--- src/rtl/tt_pkg.sv ---
// ============================================================================
// tt_pkg: shared constants of the tanh series core
// Fixed-point formats, register map, the reciprocal table for the term
// denominators and the widths used by the arithmetic units.
// ============================================================================
package tt_pkg;

	// Argument and result widths
	localparam int X_W      = 32;
	localparam int RES_W    = 32;

	// Internal magnitudes are Q20.43 held in 63 bits
	localparam int FRAC_BITS = 43;
	localparam int MAG_W     = 63;
	localparam logic [MAG_W-1:0] MAG_MAX = {MAG_W{1'b1}};
	localparam logic [MAG_W-1:0] ONE_MAG = MAG_W'(1) << FRAC_BITS;

	// x squared in Q20.43 needs 50 bits for any 32-bit argument
	localparam int X2_W = 50;

	// Shared multiplier: 64 x 64 operands, 128-bit product
	localparam int OP_W   = 64;
	localparam int PROD_W = 128;

	// Final quotient: one integer bit and 30 fraction bits
	localparam int QUO_W = 31;

	// Denominator index n, the denominator being n*(n+1), n up to 62
	localparam int NIDX_W  = 6;
	localparam int DENOM_W = 12;

	// Configuration register map
	localparam int PADDR_W = 3;
	localparam int PDATA_W = 32;
	localparam int TCNT_W  = 5;
	localparam logic [PADDR_W-3:0] REG_TERM_COUNT = 1'b0;
	localparam logic [TCNT_W-1:0]  TERM_COUNT_RST = 5'd8;

	// Reciprocals floor(2^63 / (n*(n+1))), indexed by n; unused ends are zero
	localparam logic [OP_W-1:0] TWO63 = 64'h8000_0000_0000_0000;
	localparam logic [OP_W-1:0] RECIP_TAB [64] = '{
		64'd0,
		TWO63 / (64'd1 * 64'd2),   TWO63 / (64'd2 * 64'd3),   TWO63 / (64'd3 * 64'd4),
		TWO63 / (64'd4 * 64'd5),   TWO63 / (64'd5 * 64'd6),   TWO63 / (64'd6 * 64'd7),
		TWO63 / (64'd7 * 64'd8),   TWO63 / (64'd8 * 64'd9),   TWO63 / (64'd9 * 64'd10),
		TWO63 / (64'd10 * 64'd11), TWO63 / (64'd11 * 64'd12), TWO63 / (64'd12 * 64'd13),
		TWO63 / (64'd13 * 64'd14), TWO63 / (64'd14 * 64'd15), TWO63 / (64'd15 * 64'd16),
		TWO63 / (64'd16 * 64'd17), TWO63 / (64'd17 * 64'd18), TWO63 / (64'd18 * 64'd19),
		TWO63 / (64'd19 * 64'd20), TWO63 / (64'd20 * 64'd21), TWO63 / (64'd21 * 64'd22),
		TWO63 / (64'd22 * 64'd23), TWO63 / (64'd23 * 64'd24), TWO63 / (64'd24 * 64'd25),
		TWO63 / (64'd25 * 64'd26), TWO63 / (64'd26 * 64'd27), TWO63 / (64'd27 * 64'd28),
		TWO63 / (64'd28 * 64'd29), TWO63 / (64'd29 * 64'd30), TWO63 / (64'd30 * 64'd31),
		TWO63 / (64'd31 * 64'd32), TWO63 / (64'd32 * 64'd33), TWO63 / (64'd33 * 64'd34),
		TWO63 / (64'd34 * 64'd35), TWO63 / (64'd35 * 64'd36), TWO63 / (64'd36 * 64'd37),
		TWO63 / (64'd37 * 64'd38), TWO63 / (64'd38 * 64'd39), TWO63 / (64'd39 * 64'd40),
		TWO63 / (64'd40 * 64'd41), TWO63 / (64'd41 * 64'd42), TWO63 / (64'd42 * 64'd43),
		TWO63 / (64'd43 * 64'd44), TWO63 / (64'd44 * 64'd45), TWO63 / (64'd45 * 64'd46),
		TWO63 / (64'd46 * 64'd47), TWO63 / (64'd47 * 64'd48), TWO63 / (64'd48 * 64'd49),
		TWO63 / (64'd49 * 64'd50), TWO63 / (64'd50 * 64'd51), TWO63 / (64'd51 * 64'd52),
		TWO63 / (64'd52 * 64'd53), TWO63 / (64'd53 * 64'd54), TWO63 / (64'd54 * 64'd55),
		TWO63 / (64'd55 * 64'd56), TWO63 / (64'd56 * 64'd57), TWO63 / (64'd57 * 64'd58),
		TWO63 / (64'd58 * 64'd59), TWO63 / (64'd59 * 64'd60), TWO63 / (64'd60 * 64'd61),
		TWO63 / (64'd61 * 64'd62), TWO63 / (64'd62 * 64'd63),
		64'd0
	};

	// Term denominator n*(n+1) on narrow operands
	function automatic logic [DENOM_W-1:0] denom(input logic [NIDX_W-1:0] n);
		logic [DENOM_W-1:0] a;
		logic [DENOM_W-1:0] b;
		a = DENOM_W'(n);
		b = DENOM_W'(n) + DENOM_W'(1);
		return DENOM_W'(a * b);
	endfunction

endpackage

--- src/rtl/tt_mac.sv ---
// ============================================================================
// tt_mac: shared multi-cycle 64 x 64 multiplier
// Forms the 128-bit product from four 32 x 32 partial products, one per cycle,
// each registered, shifted to its weight and added into the accumulator.
// ============================================================================
module tt_mac (
	input  logic                      clk,
	input  logic                      arst_n,
	input  logic                      start,
	input  logic [tt_pkg::OP_W-1:0]   op_a,
	input  logic [tt_pkg::OP_W-1:0]   op_b,
	output logic                      done,
	output logic [tt_pkg::PROD_W-1:0] prod
);
	import tt_pkg::*;

	localparam int HALF_W = OP_W / 2;

	logic [OP_W-1:0]   a_q;
	logic [OP_W-1:0]   b_q;
	logic              run_q;
	logic [1:0]        cnt_q;
	logic [OP_W-1:0]   pp_s1;
	logic [1:0]        sh_s1;
	logic              pv_s1;
	logic              last_s1;
	logic [PROD_W-1:0] acc_q;
	logic              done_q;

	logic [HALF_W-1:0] a_half;
	logic [HALF_W-1:0] b_half;
	logic [PROD_W-1:0] pp_shifted;

	// Select the operand halves for the current partial product.
	assign a_half = cnt_q[0] ? a_q[OP_W-1:HALF_W] : a_q[HALF_W-1:0];
	assign b_half = cnt_q[1] ? b_q[OP_W-1:HALF_W] : b_q[HALF_W-1:0];

	// Align the registered partial product to its weight.
	always_comb begin
		case (sh_s1)
			2'd0:    pp_shifted = {{OP_W{1'b0}}, pp_s1};
			2'd1:    pp_shifted = {{HALF_W{1'b0}}, pp_s1, {HALF_W{1'b0}}};
			2'd2:    pp_shifted = {pp_s1, {OP_W{1'b0}}};
			default: pp_shifted = '0;
		endcase
	end

	// Sequence the four partial products.
	always_ff @(posedge clk or negedge arst_n) begin
		if (!arst_n) begin
			run_q   <= 1'b0;
			cnt_q   <= 2'd0;
			pv_s1   <= 1'b0;
			last_s1 <= 1'b0;
			done_q  <= 1'b0;
		end else begin
			pv_s1   <= run_q;
			last_s1 <= run_q && (cnt_q == 2'd3);
			done_q  <= pv_s1 && last_s1;
			if (start) begin
				run_q <= 1'b1;
				cnt_q <= 2'd0;
			end else if (run_q) begin
				cnt_q <= cnt_q + 2'd1;
				if (cnt_q == 2'd3) begin
					run_q <= 1'b0;
				end
			end
		end
	end

	// Operand capture, partial product register and accumulator.
	always_ff @(posedge clk) begin
		if (start) begin
			a_q   <= op_a;
			b_q   <= op_b;
			acc_q <= '0;
		end else if (pv_s1) begin
			acc_q <= acc_q + pp_shifted;
		end
		pp_s1 <= a_half * b_half;
		sh_s1 <= {1'b0, cnt_q[0]} + {1'b0, cnt_q[1]};
	end

	assign done = done_q;
	assign prod = acc_q;

endmodule

--- config.mk ---
export PLATFORM = sky130hd
export DESIGN_NAME = tt_mac
export DESIGN_NICKNAME = d
export VERILOG_FILES = /design/src/rtl/tt_pkg.sv /design/src/rtl/tt_mac.sv
export SDC_FILE = /design/constraint.sdc
export NUM_CORES = 2
export LEC_CHECK = 0
export BUFFER_PORTS_ARGS = -buffer_cell sky130_fd_sc_hd__buf_2
export CORE_MARGIN = 5
export CORE_UTILIZATION = 30
export CTS_CLUSTER_SIZE = 16
export DETAILED_ROUTE_END_ITERATION = 12
export PLACE_DENSITY = 0.53
export SLEW_MARGIN = 20
export SYNTH_ARGS = -nofsm -noshare
export SYNTH_HDL_FRONTEND = slang
export SYNTH_SLANG_ARGS = --single-unit
export TNS_END_PERCENT = 100
--- constraint.sdc ---
create_clock -name clk -period 26.8 [get_ports clk]
set_input_delay 1.34 -clock clk [delete_from_list [all_inputs] [get_ports clk]]
set_output_delay 1.34 -clock clk [all_outputs]
set_load 0.02 [all_outputs]
Yosys cells after proc, flatten, opt, wreduce, memory -nomap -nowiden
Cells that the tools add are included.
{ "totals": {"register_bits": 328, "latch_bits": 0, "ramBits": 0, "rom_bits": 0, "inputBits": 131, "wordCells": 29, "mem_count": 0} }
{ "classes": {"add_sub_neg": 3, "mul": 1, "n_div": 0, "order_cmp": 0, "n_eq_ne": 3, "shifts": 0, "mux": 8, "bitwise": 0, "reduce_logical": 4} }
{ "op_table": {"columns": ["op", "count"], "rows": [
  ["one-hot mux 128 bit (3 select lines)", 1],
  ["adder 128 bit", 1],
  ["multiplier 32 x 32 -> 64 bit", 1],
  ["2-to-1 mux 32 bit", 2],
  ["== test 2 bit (second input constant)", 2],
  ["2-to-1 mux 2 bit", 2],
  ["2-to-1 mux 1 bit", 3],
  ["adder 1 x 1 -> 2 bit", 1],
  ["adder 2 x 1 -> 2 bit (second input constant)", 1],
  ["== test 2 x 1 -> 1 bit (second input constant)", 1],
  ["logical AND 1 bit", 2],
  ["zero test 2 bit", 1],
  ["nonzero test 2 bit", 1]
]} }

Logic depth before layout (Yosys ltp)
{ "depth": {"ltp_word": 4, "depth_mapped": 34} }

Worst setup path before layout
No wires, ideal clock.
{ "synth_path": {"path_kind": "reg-to-reg", "from": "register cnt_q[1]", "to": "register pp_s1[57]", "setup_ps": 72, "arrival_ps": 8872, "t_required_ps": 26728, "slack_ps": 17856, "stages_incl_launch_ff": 32, "path_buffers": 5, "period_less_slack_ps": 8944, "cell_sequence": "dfrtp_1 > clkbuf_1 > buf_1 > mux2i_1 > clkbuf_1 > nor2_1 > fa_1 > fa_1 > inv_1 > fa_1 > fa_1 > inv_1 > fa_1 > fa_1 > fa_1 > inv_1 > fa_1 > inv_1 > ha_1 > clkbuf_1 > and4_1 > clkbuf_1 > nor2b_1 > nor2_1 > nor2_1 > o41ai_1 > o21ai_1 > a2111oi_2 > a21oi_1 > a221o_1 > a41oi_1 > xnor2_1"} }
{ "synth_between": {"elab_chain_cells": 2} }
{ "synth_rtl": {"columns": ["element", "line", "text"], "rows": [
  ["from (decl)", "tt_mac.sv:22", "logic [1:0] cnt_q;"],
  ["from (signal assigned)", "tt_mac.sv:64", "cnt_q <= cnt_q + 2'd1;"],
  ["2-to-1 mux 32 bit", "tt_mac.sv:36", "assign b_half = cnt_q[1] ? b_q[OP_W-1:HALF_W] : b_q[HALF_W-1:0];"],
  ["multiplier 32 x 32 -> 64 bit", "tt_mac.sv:81", "pp_s1 <= a_half * b_half;"],
  ["to (signal assigned)", "tt_mac.sv:81", null],
  ["to (decl)", "tt_mac.sv:23", "logic [OP_W-1:0] pp_s1;"]
]} }
Every way passes these cells.
A chain may end at the register's enable or synchronous reset.

Worst setup path after layout
{ "layout_path": {"from": "register cnt_q[0]", "to": "register pp_s1[56]"} }
{ "layout_between": {"elab_chain_cells": 2} }
{ "layout_rtl": {"columns": ["element", "line", "text"], "rows": [
  ["2-to-1 mux 32 bit", "tt_mac.sv:35", "assign a_half = cnt_q[0] ? a_q[OP_W-1:HALF_W] : a_q[HALF_W-1:0];"],
  ["multiplier 32 x 32 -> 64 bit", "tt_mac.sv:81", null]
]} }
Every way passes these cells.

==> flow_metrics.tcl <==
set metrics [dict create \
    antenna_found_initial 7 \
    tritoncts "done" \
    relSlewSlack_pct 22.27 \
    async_flop_share_pct 1.829 \
    path_class "reg2reg" \
    worst_path_most_repeated_cell "fa_1" \
    drtIter0Drc 3692 \
    num-fill-cells 18300 \
    fin_crit_ns 10.26 \
    cp-end-kind "flip-flop" \
    timing.fmax_mhz 97.46 \
    min_path_type "reg2reg" \
    ant_nets 0 \
    rsz0062_at_grt "false" \
    synthFlopType "dfxtp_1" \
    grt_usage_pct 22.28 \
    ys_top_cells_by_count "inv_1 (932), fa_1 (897), nor2_1 (851)" \
    syn_inst 5938 \
    setup_viol 0 \
    cts_setup_buffers 0 \
    timing.rr.end "pp_s1[56]" \
    dp_hpwl_um 164900 \
    yosys_warnings 0 \
    clock_latency_ns 0.66 \
    synth_top_cell_by_area "fa_1" \
    numCtsBuffers 41 \
    min_path_cells 1 \
    synth_xor_area_share_pct 2.855 \
    drtPass1Iterations 6 \
    r2r-start "cnt_q[0]" \
    ios 260 \
    min_to "done" \
    nets 7425 \
    clk_pin_slew_ns 0.06 \
    holdBufCountCts 0 \
    slowest_delay_ns 1.05 \
    placement_rows 153 \
    synth_edf_count 128 \
    overflow 0 \
    status "complete, no violations" \
    cp.required_ns 27.34 \
    clock_sinks 328 \
    area_growth_pct 10.44 \
    worst_ep_arrival_time_ns 10.80 \
    synthMuxAreaShare_pct 4.808 \
    hold_start "last_s1" \
    cts.path.max_buffers 3 \
    synth_area_leaders "fa_1 (34%), ha_1 (9.3%), dfxtp_1 (7.4%)" \
    gp_congestion 0.9920 \
    whs_ns 0.4545 \
    fp.dieArea_mm2 0.1833 \
    grt_max_degree 75 \
    finalHoldViolations 0 \
    wirelength_um 209300 \
    port_buffers 259 \
    initial_core_util_pct 30.18 \
    slowest_stage "mux2i_4" \
    synthAdderAreaFrac_pct 43.55 \
    ys_ff_latch 328 \
    synth_top_family_by_area "adder cells" \
    drt-vias-per-instance 5.194 \
    root_buffer "clkbuf_16" \
    die_x_um 428.2 \
    avgSynthCellArea_um2 8.835 \
    fin_crit_sh_pct 38.29 \
    critPathTopFamily "adder cells" \
    fp.coreArea_mm2 0.1738 \
    drive_gt1_share_pct 9.290 \
    ys_seq_area_share_pct 15.02 \
    vias 43470 \
    grt_pass1_wl_um 304000 \
    die_h_um 428.2 \
    grt_pass1_vias 44750 \
    synth_most_common_cell "inv_1" \
    synth_compound_area_share_pct 10.00 \
    drc 0 \
    r2r_cells 27 \
    cts_resized 0 \
    syn_nets 7357 \
    crit_buf_inv 5 \
    synth-simple-area-share_pct 14.80 \
    maxSlewViolCount 0 \
    fin_tns_setup_ns 0 \
    ys_types 85 \
    drv_cap 0 \
    reg2reg_slack_ns 16.54 \
    skew_ns 0.04033 \
    syn_area_mm2 0.05246 \
    cts-htree-levels 2 \
    wire_per_inst_um 25.00 \
    synth_top_area_share_pct 34.23 \
    crit_fanout 43 \
    cp-start-kind "flip-flop" \
    worstMarginPinSlew_ns 1.142 \
]
worst max path at each step:
stage	start	endpoint	slack (ns)	depth (start not counted)
after floorplan	cnt_q[1]	pp_s1[57]	17.86	31
after global placement	cnt_q[0]	pp_s1[57]	16.70	25
after detailed placement	cnt_q[0]	pp_s1[56]	16.62	27
after CTS	cnt_q[0]	pp_s1[56]	16.61	27
after global routing	cnt_q[0]	pp_s1[56]	16.16	27
final	cnt_q[0]	pp_s1[56]	16.54	27
sequential cells by signal, summed over array words and instances, names as in the netlist:
| signal | flops |
|---|---|
| a_q | 64 |
| b_q | 64 |
| cnt_q | 2 |
| done | 1 |
| last_s1 | 1 |
| pp_s1 | 64 |
| prod | 128 |
| pv_s1 | 1 |
| run_q | 1 |
| sh_s1 | 2 |
metrics by stage:
step | setup WS, ns | utilization [%] | instances | instance area (um2)
global route | 16.16 | 33.32 | 8364 | 57920
floorplan | 17.86 | - | 5938 | 52460
CTS | 16.61 | 33.31 | 8363 | 57900
detailed placement | 16.62 | 32.45 | 8287 | 56400
finish | 16.54 | 33.33 | 8370 | 57940
global placement | 16.70 | 32.44 | 8287 | 56400
cells in the final DEF (no fill, tap or decap), types with 25 or more instances in the layout:
master / Yosys / layout
inv_1: 932 / 932
fa_1: 897 / 897
nor2_1: 851 / 850
nand2_1: 650 / 650
ha_1: 391 / 391
a21oi_1: 258 / 258
buf_2: 11 / 258
dfxtp_1: 194 / 193
o21ai_0: 145 / 145
mux2i_1: 180 / 128
edfxtp_1: 128 / 128
xnor2_1: 115 / 115
a21o_1: 95 / 95
nand4_1: 83 / 83
buf_4: 0 / 83
and2_1: 75 / 75
mux2_2: 64 / 64
xor2_1: 56 / 56
o21bai_1: 53 / 53
nand3_1: 47 / 47
mux2i_2: 0 / 43
clkbuf_16: 0 / 42
a22o_1: 35 / 35
o21a_1: 29 / 29
nor3_1: 27 / 27
o21ai_1: 25 / 25
worst reg2reg max path: stages (launching register included):
cell,delay [ns]
dfrtp_4,0.67
buf_4,0.74
mux2i_4,1.10
nor2_1,0.20
fa_1,0.54
inv_1,0.05
fa_1,0.45
fa_1,0.58
fa_1,0.57
inv_1,0.06
fa_1,0.49
fa_1,0.50
fa_1,0.49
inv_1,0.05
fa_1,0.47
inv_1,0.04
ha_1,0.54
nand4_1,0.21
nor4_1,0.28
o2111ai_1,0.27
o22a_1,0.23
o21ai_0,0.16
o21ai_0,0.25
a21oi_1,0.28
nor2_1,0.09
o21ai_0,0.47
nor4_1,0.12
a311oi_1,0.28
per-layer routing:
layer | wire, um | GRT usage, % | vias to the layer above
li1 | - | - | 19060
met1 | 85350 | 28.98 | 21820
met2 | 92280 | 35.05 | 2165
met3 | 21140 | 6.238 | 430
met4 | 10460 | 8.950 | 4
met5 | 27 | 0 | -
cell type report:
type / instances / area (um2) / area share [%]
diodes: 6 / 15.01 / 0.02591
clock buffers: 50 / 1121 / 1.935
inverters: 932 / 3498 / 6.038
well taps: 2325 / 2909 / 5.021
clock inverters: 26 / 376.6 / 0.6500
multi-input cells: 4360 / 40170 / 69.34
repair buffers: 343 / 1957 / 3.377
flip-flops and latches: 328 / 7890 / 13.62
cell families after synthesis:
group | Yosys count
adder cells (fa/ha/maj) | 1288
XOR/XNOR | 171
flip-flops | 328
buffers and inverters | 1250
AO/OA/AOI/OAI | 810
multiplexers | 244
AND/OR/NAND/NOR | 1847
Power is not shown: default switching activity piles up to over one toggle a cycle in this logic, so the estimate is an artifact.
