--- src/rtl/tt_pkg.sv ---
// ============================================================================
// tt_pkg: shared constants of the tanh series core
// Fixed-point formats, register map, the reciprocal table for the term
// denominators and the widths used by the arithmetic units.
// ============================================================================
package tt_pkg;

	// Argument and result widths
	localparam int X_W      = 32;
	localparam int RES_W    = 32;

	// Internal magnitudes are Q20.43 held in 63 bits
	localparam int FRAC_BITS = 43;
	localparam int MAG_W     = 63;
	localparam logic [MAG_W-1:0] MAG_MAX = {MAG_W{1'b1}};
	localparam logic [MAG_W-1:0] ONE_MAG = MAG_W'(1) << FRAC_BITS;

	// x squared in Q20.43 needs 50 bits for any 32-bit argument
	localparam int X2_W = 50;

	// Shared multiplier: 64 x 64 operands, 128-bit product
	localparam int OP_W   = 64;
	localparam int PROD_W = 128;

	// Final quotient: one integer bit and 30 fraction bits
	localparam int QUO_W = 31;

	// Denominator index n, the denominator being n*(n+1), n up to 62
	localparam int NIDX_W  = 6;
	localparam int DENOM_W = 12;

	// Configuration register map
	localparam int PADDR_W = 3;
	localparam int PDATA_W = 32;
	localparam int TCNT_W  = 5;
	localparam logic [PADDR_W-3:0] REG_TERM_COUNT = 1'b0;
	localparam logic [TCNT_W-1:0]  TERM_COUNT_RST = 5'd8;

	// Reciprocals floor(2^63 / (n*(n+1))), indexed by n; unused ends are zero
	localparam logic [OP_W-1:0] TWO63 = 64'h8000_0000_0000_0000;
	localparam logic [OP_W-1:0] RECIP_TAB [64] = '{
		64'd0,
		TWO63 / (64'd1 * 64'd2),   TWO63 / (64'd2 * 64'd3),   TWO63 / (64'd3 * 64'd4),
		TWO63 / (64'd4 * 64'd5),   TWO63 / (64'd5 * 64'd6),   TWO63 / (64'd6 * 64'd7),
		TWO63 / (64'd7 * 64'd8),   TWO63 / (64'd8 * 64'd9),   TWO63 / (64'd9 * 64'd10),
		TWO63 / (64'd10 * 64'd11), TWO63 / (64'd11 * 64'd12), TWO63 / (64'd12 * 64'd13),
		TWO63 / (64'd13 * 64'd14), TWO63 / (64'd14 * 64'd15), TWO63 / (64'd15 * 64'd16),
		TWO63 / (64'd16 * 64'd17), TWO63 / (64'd17 * 64'd18), TWO63 / (64'd18 * 64'd19),
		TWO63 / (64'd19 * 64'd20), TWO63 / (64'd20 * 64'd21), TWO63 / (64'd21 * 64'd22),
		TWO63 / (64'd22 * 64'd23), TWO63 / (64'd23 * 64'd24), TWO63 / (64'd24 * 64'd25),
		TWO63 / (64'd25 * 64'd26), TWO63 / (64'd26 * 64'd27), TWO63 / (64'd27 * 64'd28),
		TWO63 / (64'd28 * 64'd29), TWO63 / (64'd29 * 64'd30), TWO63 / (64'd30 * 64'd31),
		TWO63 / (64'd31 * 64'd32), TWO63 / (64'd32 * 64'd33), TWO63 / (64'd33 * 64'd34),
		TWO63 / (64'd34 * 64'd35), TWO63 / (64'd35 * 64'd36), TWO63 / (64'd36 * 64'd37),
		TWO63 / (64'd37 * 64'd38), TWO63 / (64'd38 * 64'd39), TWO63 / (64'd39 * 64'd40),
		TWO63 / (64'd40 * 64'd41), TWO63 / (64'd41 * 64'd42), TWO63 / (64'd42 * 64'd43),
		TWO63 / (64'd43 * 64'd44), TWO63 / (64'd44 * 64'd45), TWO63 / (64'd45 * 64'd46),
		TWO63 / (64'd46 * 64'd47), TWO63 / (64'd47 * 64'd48), TWO63 / (64'd48 * 64'd49),
		TWO63 / (64'd49 * 64'd50), TWO63 / (64'd50 * 64'd51), TWO63 / (64'd51 * 64'd52),
		TWO63 / (64'd52 * 64'd53), TWO63 / (64'd53 * 64'd54), TWO63 / (64'd54 * 64'd55),
		TWO63 / (64'd55 * 64'd56), TWO63 / (64'd56 * 64'd57), TWO63 / (64'd57 * 64'd58),
		TWO63 / (64'd58 * 64'd59), TWO63 / (64'd59 * 64'd60), TWO63 / (64'd60 * 64'd61),
		TWO63 / (64'd61 * 64'd62), TWO63 / (64'd62 * 64'd63),
		64'd0
	};

	// Term denominator n*(n+1) on narrow operands
	function automatic logic [DENOM_W-1:0] denom(input logic [NIDX_W-1:0] n);
		logic [DENOM_W-1:0] a;
		logic [DENOM_W-1:0] b;
		a = DENOM_W'(n);
		b = DENOM_W'(n) + DENOM_W'(1);
		return DENOM_W'(a * b);
	endfunction

endpackage

--- src/rtl/tt_div.sv ---
// ============================================================================
// tt_div: bit-serial fixed-point divider for the final ratio
// Restoring division of the sinh sum by the cosh sum, one quotient bit per
// cycle, giving one integer bit and 30 fraction bits, or an overflow flag.
// ============================================================================
module tt_div (
	input  logic                     clk,
	input  logic                     arst_n,
	input  logic                     start,
	input  logic [tt_pkg::MAG_W-1:0] num,
	input  logic [tt_pkg::MAG_W-1:0] den,
	output logic                     done,
	output logic                     ovf,
	output logic [tt_pkg::QUO_W-1:0] quot
);
	import tt_pkg::*;

	localparam int CNT_W = $clog2(QUO_W);

	logic [MAG_W:0]     rem_q;
	logic [MAG_W-1:0]   den_q;
	logic [QUO_W-1:0]   quo_q;
	logic [CNT_W-1:0]   cnt_q;
	logic               run_q;
	logic               done_q;
	logic               ovf_q;

	logic               bit_d;
	logic [MAG_W:0]     diff;
	logic [MAG_W:0]     rem_next;

	// One restoring step: compare, subtract when it fits.
	assign diff     = rem_q - {1'b0, den_q};
	assign bit_d    = (rem_q >= {1'b0, den_q});
	assign rem_next = bit_d ? diff : rem_q;

	// Control: start, step count and completion pulse.
	always_ff @(posedge clk or negedge arst_n) begin
		if (!arst_n) begin
			run_q  <= 1'b0;
			cnt_q  <= '0;
			done_q <= 1'b0;
			ovf_q  <= 1'b0;
		end else begin
			done_q <= 1'b0;
			if (start) begin
				cnt_q <= '0;
				// A ratio of two or more cannot be represented.
				if ({1'b0, num} >= {den, 1'b0}) begin
					ovf_q  <= 1'b1;
					done_q <= 1'b1;
					run_q  <= 1'b0;
				end else begin
					ovf_q <= 1'b0;
					run_q <= 1'b1;
				end
			end else if (run_q) begin
				cnt_q <= cnt_q + CNT_W'(1);
				if (cnt_q == CNT_W'(QUO_W - 1)) begin
					run_q  <= 1'b0;
					done_q <= 1'b1;
				end
			end
		end
	end

	// Datapath: remainder and quotient shift register.
	always_ff @(posedge clk) begin
		if (start) begin
			rem_q <= {1'b0, num};
			den_q <= den;
			quo_q <= '0;
		end else if (run_q) begin
			rem_q <= {rem_next[MAG_W-1:0], 1'b0};
			quo_q <= {quo_q[QUO_W-2:0], bit_d};
		end
	end

	assign done = done_q;
	assign ovf  = ovf_q;
	assign quot = quo_q;

endmodule

--- config.mk ---
export PLATFORM = sky130hd
export DESIGN_NAME = tt_div
export DESIGN_NICKNAME = d
export VERILOG_FILES = /design/src/rtl/tt_pkg.sv /design/src/rtl/tt_div.sv
export SDC_FILE = /design/constraint.sdc
export NUM_CORES = 1
export LEC_CHECK = 0
export BUFFER_PORTS_ARGS = -buffer_cell sky130_fd_sc_hd__buf_2
export CAP_MARGIN = 10
export CORE_ASPECT_RATIO = 1.2
export CORE_UTILIZATION = 35
export CTS_CLUSTER_DIAMETER = 100
export CTS_CLUSTER_SIZE = 20
export DETAILED_ROUTE_END_ITERATION = 16
export PLACE_DENSITY = 0.53
export SLEW_MARGIN = 20
export SYNTH_ARGS = -nofsm -noshare
export SYNTH_HDL_FRONTEND = slang
export SYNTH_SLANG_ARGS = --single-unit
--- constraint.sdc ---
create_clock -name clk -period 3.7 [get_ports clk]
set_clock_uncertainty 0.2 [all_clocks]
set_input_delay 0.185 -clock clk [delete_from_list [all_inputs] [get_ports clk]]
set_output_delay 0.185 -clock clk [all_outputs]
set_load 0.01 [all_outputs]
# After elaboration in Yosys (flattened, before gate mapping)
# Cells that the tools add are included.
# classes
addsub	2
order_cmp	2
eq_ne	1
mux	13
reduce_logical	1
# op_table
operator	count
$mux 63	3
$ge 63x64->1	1
$ge 64x63->1	1
$sub 63x63->63	1
$mux 5	2
$mux 1	8
$add 5x1->5 const B	1
$eq 5x5->1 const B	1
$reduce_bool 2->1	1
# totals
register_bits	166
word_cells	27

# Logic depth before layout (Yosys ltp)
# Gate-level depths: netlist of the first run.
# depth
ltp_word	4
mapped_depth	15
ltp_nobuf	13

# Worst setup path after synthesis of the first run
# OpenSTA, ideal clock, no wires.
# synth_path
kind	register to register
from	register rem_q[0]
to	register rem_q[1] (data pin)
arrival_ps	2978
t_required_ps	3240
path_slack_ps	262
path_stages_with_launch	16
n_path_buf	2
cell_sequence	edfxtp_1 -> inv_1 -> ha_1 -> fa_1 -> nand2b_1 -> a21oi_1 -> o21bai_1 -> a211o_1 -> a21oi_1 -> nor3_2 -> a21oi_2 -> or2_1 -> buf_4 -> buf_4 -> a21oi_1 -> mux2_2
# synth_via
elab_chain_cells	4
elab_cells_between_ends	5
# synth_rtl
element	line_no	rtl
start, declared	tt_div.sv:20	logic [MAG_W:0] rem_q;
start signal, assigned	tt_div.sv:70	rem_q <= {1'b0, num};
start signal, assigned	tt_div.sv:74	rem_q <= {rem_next[MAG_W-1:0], 1'b0};
$sub 63x63->63 or $ge 64x63->1 (tied branches)	tt_div.sv:33, tt_div.sv:34	
$mux 63 (*)	tt_div.sv:35	assign rem_next = bit_d ? diff : rem_q;
$mux 63 (*)	tt_div.sv:73	end else if (run_q) begin
$mux 63 (*)	tt_div.sv:69	if (start) begin
# Every way passes the cells marked *; elsewhere a longest branch is shown, timed or not. The select of a mux whose other input is x is not followed.
# A chain may end at the register's enable or synchronous reset.

# Worst setup path after layout of the first run
# layout_path
from	register rem_q[27]
to	register rem_q[58] (data pin)
# Same word-level chain as after synthesis.

==> impl_metrics.py, run 1 <==
metrics = {
    "outcome": {
        "status": "completed",
    },
    "finish": {
        "layout_commonest_cell": "buf_2",
        "instances_no_fill": 2176,
        "nFillCells": 3454,
        "fin_util_pct": 46.1,
        "layout.nets": 1958,
        "layout_common_cells": "160 x buf_2, 157 x inv_1, 133 x nand2_1",
        "areaGrowthSynthToFinish_pct": 30.2,
        "drive_above_1_share_pct": 18.7,
        "diodes": 0,
    },
    "timing": {
        "max_freq_mhz": 283,
        "relSlewSlack_pct": 37.4,
        "fin_crit_sh_pct": 95.4,
        "tightest_slew_ns": 0.939,
        "period_needed_ns": 3.53,
        "setup_viol": 0,
        "maxSlewViolCount": 0,
        "fin_ws_ns": 0.169,
        "hold_viol": 0,
    },
    "setup_path": {
        "worstPathRequired_ns": 3.77,
        "crit_buf_inv": 0,
        "criticalPathCategory": "register to register",
        "cp.arrival_ns": 3.60,
        "crit_chain": "ha_1, and2_4, nand3_1, or4_4, a2111oi_4, o21ai_2, o41ai_4, a21boi_2, nor4b_1, nor4_1",
        "cpLargestDelayFamily": "simple AND/OR/NAND/NOR gates",
        "crit_fanout": 6,
        "endpoint_kind": "register",
        "startpoint_type": "register",
        "critPathMaxStageDelay_ns": 0.56,
        "crit_slowest_cell": "or4_4",
    },
    "grt": {
        "grt_max_degree": 64,
        "grt_pass1_vias": 11500,
        "track_usage_pct": 20.5,
        "antenna_found_initial": 0,
        "grt_first_pass_wirelength_um": 59100,
        "grt.overflow.total": 0,
    },
    "pwr": {
        "p_per_area_nw_per_um2": 697,
        "p_leak_nw": 7.50,
        "ir_worst_vdd_uv": 451,
    },
    "routing": {
        "wl_per_cell_um": 16.9,
        "avgViaCountPerCell": 5.16,
        "vias": 11200,
        "first_iter_violations": 539,
        "wl_um": 36700,
        "drtPass1Iterations": 5,
        "ant_nets": 0,
        "drcViolationCount": 0,
    },
    "die": {
        "initial_core_util_pct": 35.4,
        "design.portCount": 162,
        "core_area_um2": 34900,
        "die-area_um2": 36100,
        "die_x_um": 174,
        "dieHeight_um": 208,
        "row_count": 75,
    },
    "logic_synthesis": {
        "synthesis.area_um2": 12400,
        "yosysTopAreaCellShare_pct": 30.6,
        "syn_nets": 1631,
        "synth_top_family_by_area": "compound AO/OA/AOI/OAI gates",
        "async_flop_share_pct": 4.82,
        "synth_top_cells_by_area": "edfxtp_1 31%, ha_1 13%, dfxtp_1 5.2%, inv_1 4.8%, a21oi_1 4.7%",
        "yosysWarnings": 0,
        "yosys.area.top_type": "edfxtp_1",
        "synth_flop_cell": "edfxtp_1",
        "syn_area_per_cell_um2": 9.00,
        "synthMuxAreaShare_pct": 2.69,
        "seq_area_frac_synth_pct": 37.4,
        "synth-simple-area-share_pct": 15.2,
        "yosys.cell_types.count": 77,
        "synth-adder-area-share_pct": 13.0,
        "synthCells": 1374,
        "synth-seq-cells": 166,
        "synth_compound_area_share_pct": 20.7,
        "synth_edf_count": 126,
        "synthXorXnorAreaFrac_pct": 3.47,
    },
    "clock_tree": {
        "clock-root-buffer": "clkbuf_16",
        "h-tree-depth": 4,
        "cts_buffers": 17,
        "clk_pin_slew_ns": 0.08,
        "cts.sinks": 166,
        "clock_path_buffers": 2,
        "clk_latency_ns": 0.45,
        "cts_tree": "yes",
    },
    "place": {
        "port_buffers": 161,
        "place.gp.congestion": 0.880,
        "place_ws_ns": -0.0344,
        "dp_hpwl_um": 27400,
        "dpl.cell_count": 2001,
    },
    "worst_hold_path": {
        "min_path_type": "input pin to register",
    },
    "flow_run": {
        "cap_violations": 0,
    },
}
[worst register-to-register path: stages, from the launching register on]
cell and delay, ns:
edfxtp_1 0.42, ha_1 0.32, and2_4 0.18, nand3_1 0.12, or4_4 0.56, a2111oi_4 0.34
o21ai_2 0.17, o41ai_4 0.47, a21boi_2 0.12, nor4b_1 0.16, nor4_1 0.29
[layer usage]
metal	vias to the layer above	GRT usage [%]	wire length, µm
met5	-	0	0
met1	5293	24.8	16000
li1	5607	-	-
met4	0	6.50	797
met3	54	3.07	1410
met2	274	37.2	18500
[layout make-up]
| type | count | area (µm²) | area share, % |
|---|---|---|---|
| sequential | 166 | 4630 | 28.7 |
| inverter | 159 | 597 | 3.71 |
| timing repair buffer | 365 | 2750 | 17.1 |
| clock buffer | 21 | 483 | 3.00 |
| multi-input combinational | 992 | 6930 | 43.1 |
| tap | 462 | 578 | 3.59 |
| clock inverter | 11 | 135 | 0.839 |
[Yosys cell counts (all sizes together) (3+ instances only)]
cell and number:
a2111oi 8, a211o 8, a211oi 6, a21boi 5, a21o 48, a21oi 119
a221o 3, a221oi 5, a2bb2oi 15, a31oi 43, a41o 3, and2 8
and3 5, and4 4, buf 19, clkbuf 37, dfrtp 8, dfxtp 32
edfxtp 126, ha 127, inv 159, mux2i 31, nand2 133, nand2b 5
nand3 23, nand4 33, nor2 124, nor2b 7, nor3 23, nor4 9
nor4b 5, o211ai 12, o21a 14, o21ai 55, o21bai 17, o221ai 3
o31ai 4, or2 5, or3 7, or4 3, xnor2 30, xor2 19
[sequential cells by signal (all words and copies together) (netlist names)]
signal and count:
run_q 1, quot 31, cnt_q 5, rem_q 64, den_q 63, done 1
ovf 1
[kinds of logic after synthesis]
| family | Yosys count |
|---|---|
| buf+inv | 216 |
| mux | 33 |
| xor+xnor | 49 |
| fa+ha+maj | 128 |
| simple gates | 402 |
| compound gates | 380 |
| flops | 166 |
[worst paths after layout]
kind / start / end / slack (ns) / cells past startpoint
max: rem_q[27] / rem_q[58] / 0.17 / 10
min: den[55] / den_q[55] / 0.26 / 2
max reg2reg: rem_q[27] / rem_q[58] / 0.17 / 10
min reg2reg: ovf / ovf / 0.29 / 2
max in group asynchronous: arst_n / run_q / 2.50 / 3
min in group asynchronous: arst_n / done / 0.51 / 3
[where the power goes]
part	internal [mW]	switching, mW
clock network	1.09	0.821
registers	2.57	0.264
logic	2.82	3.67
total	6.47	4.75
[timing repair]
action / in CTS / in global routing
hold buffers: 129 / 0
setup endpoints to repair: 3 / 63
resized for setup: 0 / 34
buffers inserted: 3 / 9
cloned: 0 / 2
pin swaps: 2 / 17
endpoints found under the hold margin: 135 / 0
[through the flow]
| step | power [mW] | hold slack, ns | cell area (µm²) | setup TNS, ns |
|---|---|---|---|---|
| 6_report | 11.2 | 0.258 | 16100 | 0 |
| 5_1_grt | 12.1 | 0.249 | 16100 | -0.0418 |
| 4_1_cts | 11.0 | 0.232 | 15900 | 0 |
| 3_5_place_dp | 8.91 | -0.158 | 13900 | -0.0344 |
| 3_3_place_gp | 8.92 | -0.161 | 13900 | 0 |
| 2_1_floorplan | 7.11 | -0.311 | 12400 | 0 |
No activity file was read; power rests on OpenSTA's default activity.
==> inputs of run 2 (changes only) <==
Settings changed: ABC_AREA set to 1, PLACE_DENSITY 0.53 to 0.52.
==> impl_metrics.py, run 2 <==
metrics = {
    "routing": {
        "avgViaCountPerCell": 4.60,
        "first_iter_violations": 787,
        "ant_nets": 0,
        "wl_per_cell_um": 15.7,
        "drtPass1Iterations": 5,
        "vias": 14400,
        "wl_um": 49200,
        "drcViolationCount": 0,
    },
    "logic_synthesis": {
        "yosys.cell_types.count": 40,
        "syn_nets": 2541,
        "yosysTopAreaCellShare_pct": 25.7,
        "syn_area_per_cell_um2": 6.46,
        "synthCells": 2284,
        "synth_top_cells_by_area": "edfxtp_1 26%, nand2_1 22%, inv_1 13%, ha_1 11%, nand3_1 4.6%",
        "synthesis.area_um2": 14700,
        "yosysWarnings": 0,
        "synth_flop_cell": "edfxtp_1",
        "synth.top_cells.by_count": "878 x nand2_1, 523 x inv_1, 137 x nand3_1",
        "async_flop_share_pct": 4.82,
        "synth-seq-cells": 166,
        "synth_edf_count": 126,
        "seq_area_frac_synth_pct": 31.4,
        "yosys.area.top_type": "edfxtp_1",
        "synth.most_common_cell": "nand2_1",
    },
    "place": {
        "post_dp_cell_area_um2": 16100,
        "port_buffers": 161,
        "place.gp.congestion": 0.960,
        "dp_hpwl_um": 40300,
    },
    "die": {
        "dieHeight_um": 227,
        "row_count": 82,
        "design.portCount": 162,
        "core_area_um2": 41700,
        "die_x_um": 189,
        "initial_core_util_pct": 35.4,
        "die-area_um2": 43000,
    },
    "pwr": {
        "ir_worst_vdd_uv": 367,
        "p_per_area_nw_per_um2": 575,
        "p_leak_nw": 10.1,
    },
    "finish": {
        "largest_reg_flops": 64,
        "regMostFlops": "rem_q",
        "layout_commonest_cell": "nand2_1",
        "areaGrowthSynthToFinish_pct": 22.4,
        "drive_above_1_share_pct": 9.40,
        "layout_common_cells": "878 x nand2_1, 522 x inv_1, 160 x buf_2",
        "layout.nets": 2828,
        "final_cell_area_um2": 18000,
        "diodes": 0,
    },
    "clock_tree": {
        "ctsResizeCount": 0,
        "clock_path_buffers": 2,
        "cts_buffers": 17,
        "clock-root-buffer": "clkbuf_16",
        "cts.sinks": 166,
        "hold_buffers": 129,
        "cts_setup_buffers": 0,
        "clk_latency_ns": 0.48,
        "cts_tree": "yes",
        "h-tree-depth": 4,
        "clk_pin_slew_ns": 0.08,
    },
    "grt": {
        "antenna_found_initial": 0,
        "grt_max_degree": 61,
        "grt_pass1_vias": 14300,
        "track_usage_pct": 23.5,
        "grt.overflow.total": 0,
        "grt_first_pass_wirelength_um": 76900,
    },
    "timing": {
        "tightest_slew_ns": 0.922,
        "fin_crit_sh_pct": 88.0,
        "max_freq_mhz": 307,
        "rsz0062_at_grt": "false",
        "setup_viol": 0,
        "fin_tns_setup_ns": 0,
        "relSlewSlack_pct": 38.5,
        "hold_viol": 0,
        "maxSlewViolCount": 0,
        "period_needed_ns": 3.26,
    },
    "setup_path": {
        "crit_fanout": 23,
        "startpoint": "rem_q[0]",
        "startpoint_type": "register",
        "worstPathRequired_ns": 3.73,
        "cp.arrival_ns": 3.29,
        "r2r-start": "rem_q[0]",
        "criticalPathCategory": "register to register",
        "endpoint_kind": "register",
    },
    "worst_hold_path": {
        "min_path_type": "input pin to register",
        "hold_start": "den[59]",
    },
    "flow_run": {
        "cap_violations": 0,
    },
    "outcome": {
        "status": "completed",
    },
}
[run 2: cell count changes after synthesis, sizes merged, moves of 18 or more]
cell / before / now
nand2: 133 / 886
inv: 159 / 535
nand3: 23 / 138
nand3b: 1 / 55
a21o: 48 / 3
a21oi: 119 / 76
a31oi: 43 / 0
mux2i: 31 / 0
o21ai: 55 / 24
o22ai: 2 / 29
clkbuf: 37 / 14
xor2: 19 / 1
[run 2: per-layer routing]
layer	vias up	track usage [%]	part of all wire, %
li1	7580	-	-
met1	6520	30.2	48
met2	257	40.8	47
met3	42	2.85	2.7
met4	0	7.49	2.1
met5	-	0	0
[run 2: cells by family (layout without fill, tap and decap cells)]
family | Yosys count | count (layout) | share of synthesized area, %
AO/OA/AOI/OAI | 139 | 139 | 5.16
XOR/XNOR | 31 | 31 | 1.84
adder cells (fa/ha/maj) | 128 | 128 | 10.9
buffers and inverters | 574 | 874 | 15.2
flip-flops | 166 | 166 | 31.4
AND/OR/NAND/NOR | 1246 | 1246 | 35.6
[run 2: through the flow]
step           util [%]  hold slack (ns)  power [mW]  setup slack (ns)  instances
2_1_floorplan         -           -0.311        6.75             0.537       2284
3_3_place_gp       38.8           -0.161        8.47             0.470       2969
3_5_place_dp       38.8           -0.155        8.48             0.436       2969
4_1_cts            43.3            0.196        10.5             0.423       3130
5_1_grt            43.3            0.222        11.3             0.257       3130
6_report           43.3            0.215        10.4             0.443       3130
[run 2: final timing paths]
kind	endpoint	slack (ns)	depth (start not counted)
setup / recovery	rem_q[50]	0.44	18
hold / removal	den_q[59]	0.22	2
setup reg to reg	rem_q[50]	0.44	18
hold reg to reg	quot[30]	0.26	2
max in group asynchronous	done	2.52	3
min in group asynchronous	cnt_q[4]	0.50	3
[run 2: area by class of cell]
class                   instances  area, µm²
clock buffers                  18        429
fillers                      4521      23600
repair buffers                306       2230
inverters                     536       2010
well taps                     546        683
flip-flops and latches        166       4620
multi-input cells            1544       7890
clock inverters                14        175
[run 2: critical path, stage by stage, from the launching register on]
cell      delay [ns]
edfxtp_1        0.33
inv_1           0.05
ha_1            0.22
fa_1            0.41
inv_1           0.12
nand3_1         0.12
nand2_4         0.13
nand2_2         0.05
nand2_2         0.14
nand2_1         0.09
nand2_2         0.15
nand2_1         0.10
nand3_2         0.09
nand2_4         0.08
nand2_8         0.17
buf_12          0.21
nand3_1         0.17
nand2_1         0.10
nand2_1         0.04
[run 2: power breakdown]
part	leakage (nW)	switching, mW	internal, mW
clock network	0.295	0.930	0.918
registers	1.63	0.164	2.43
logic	8.15	3.91	2.02
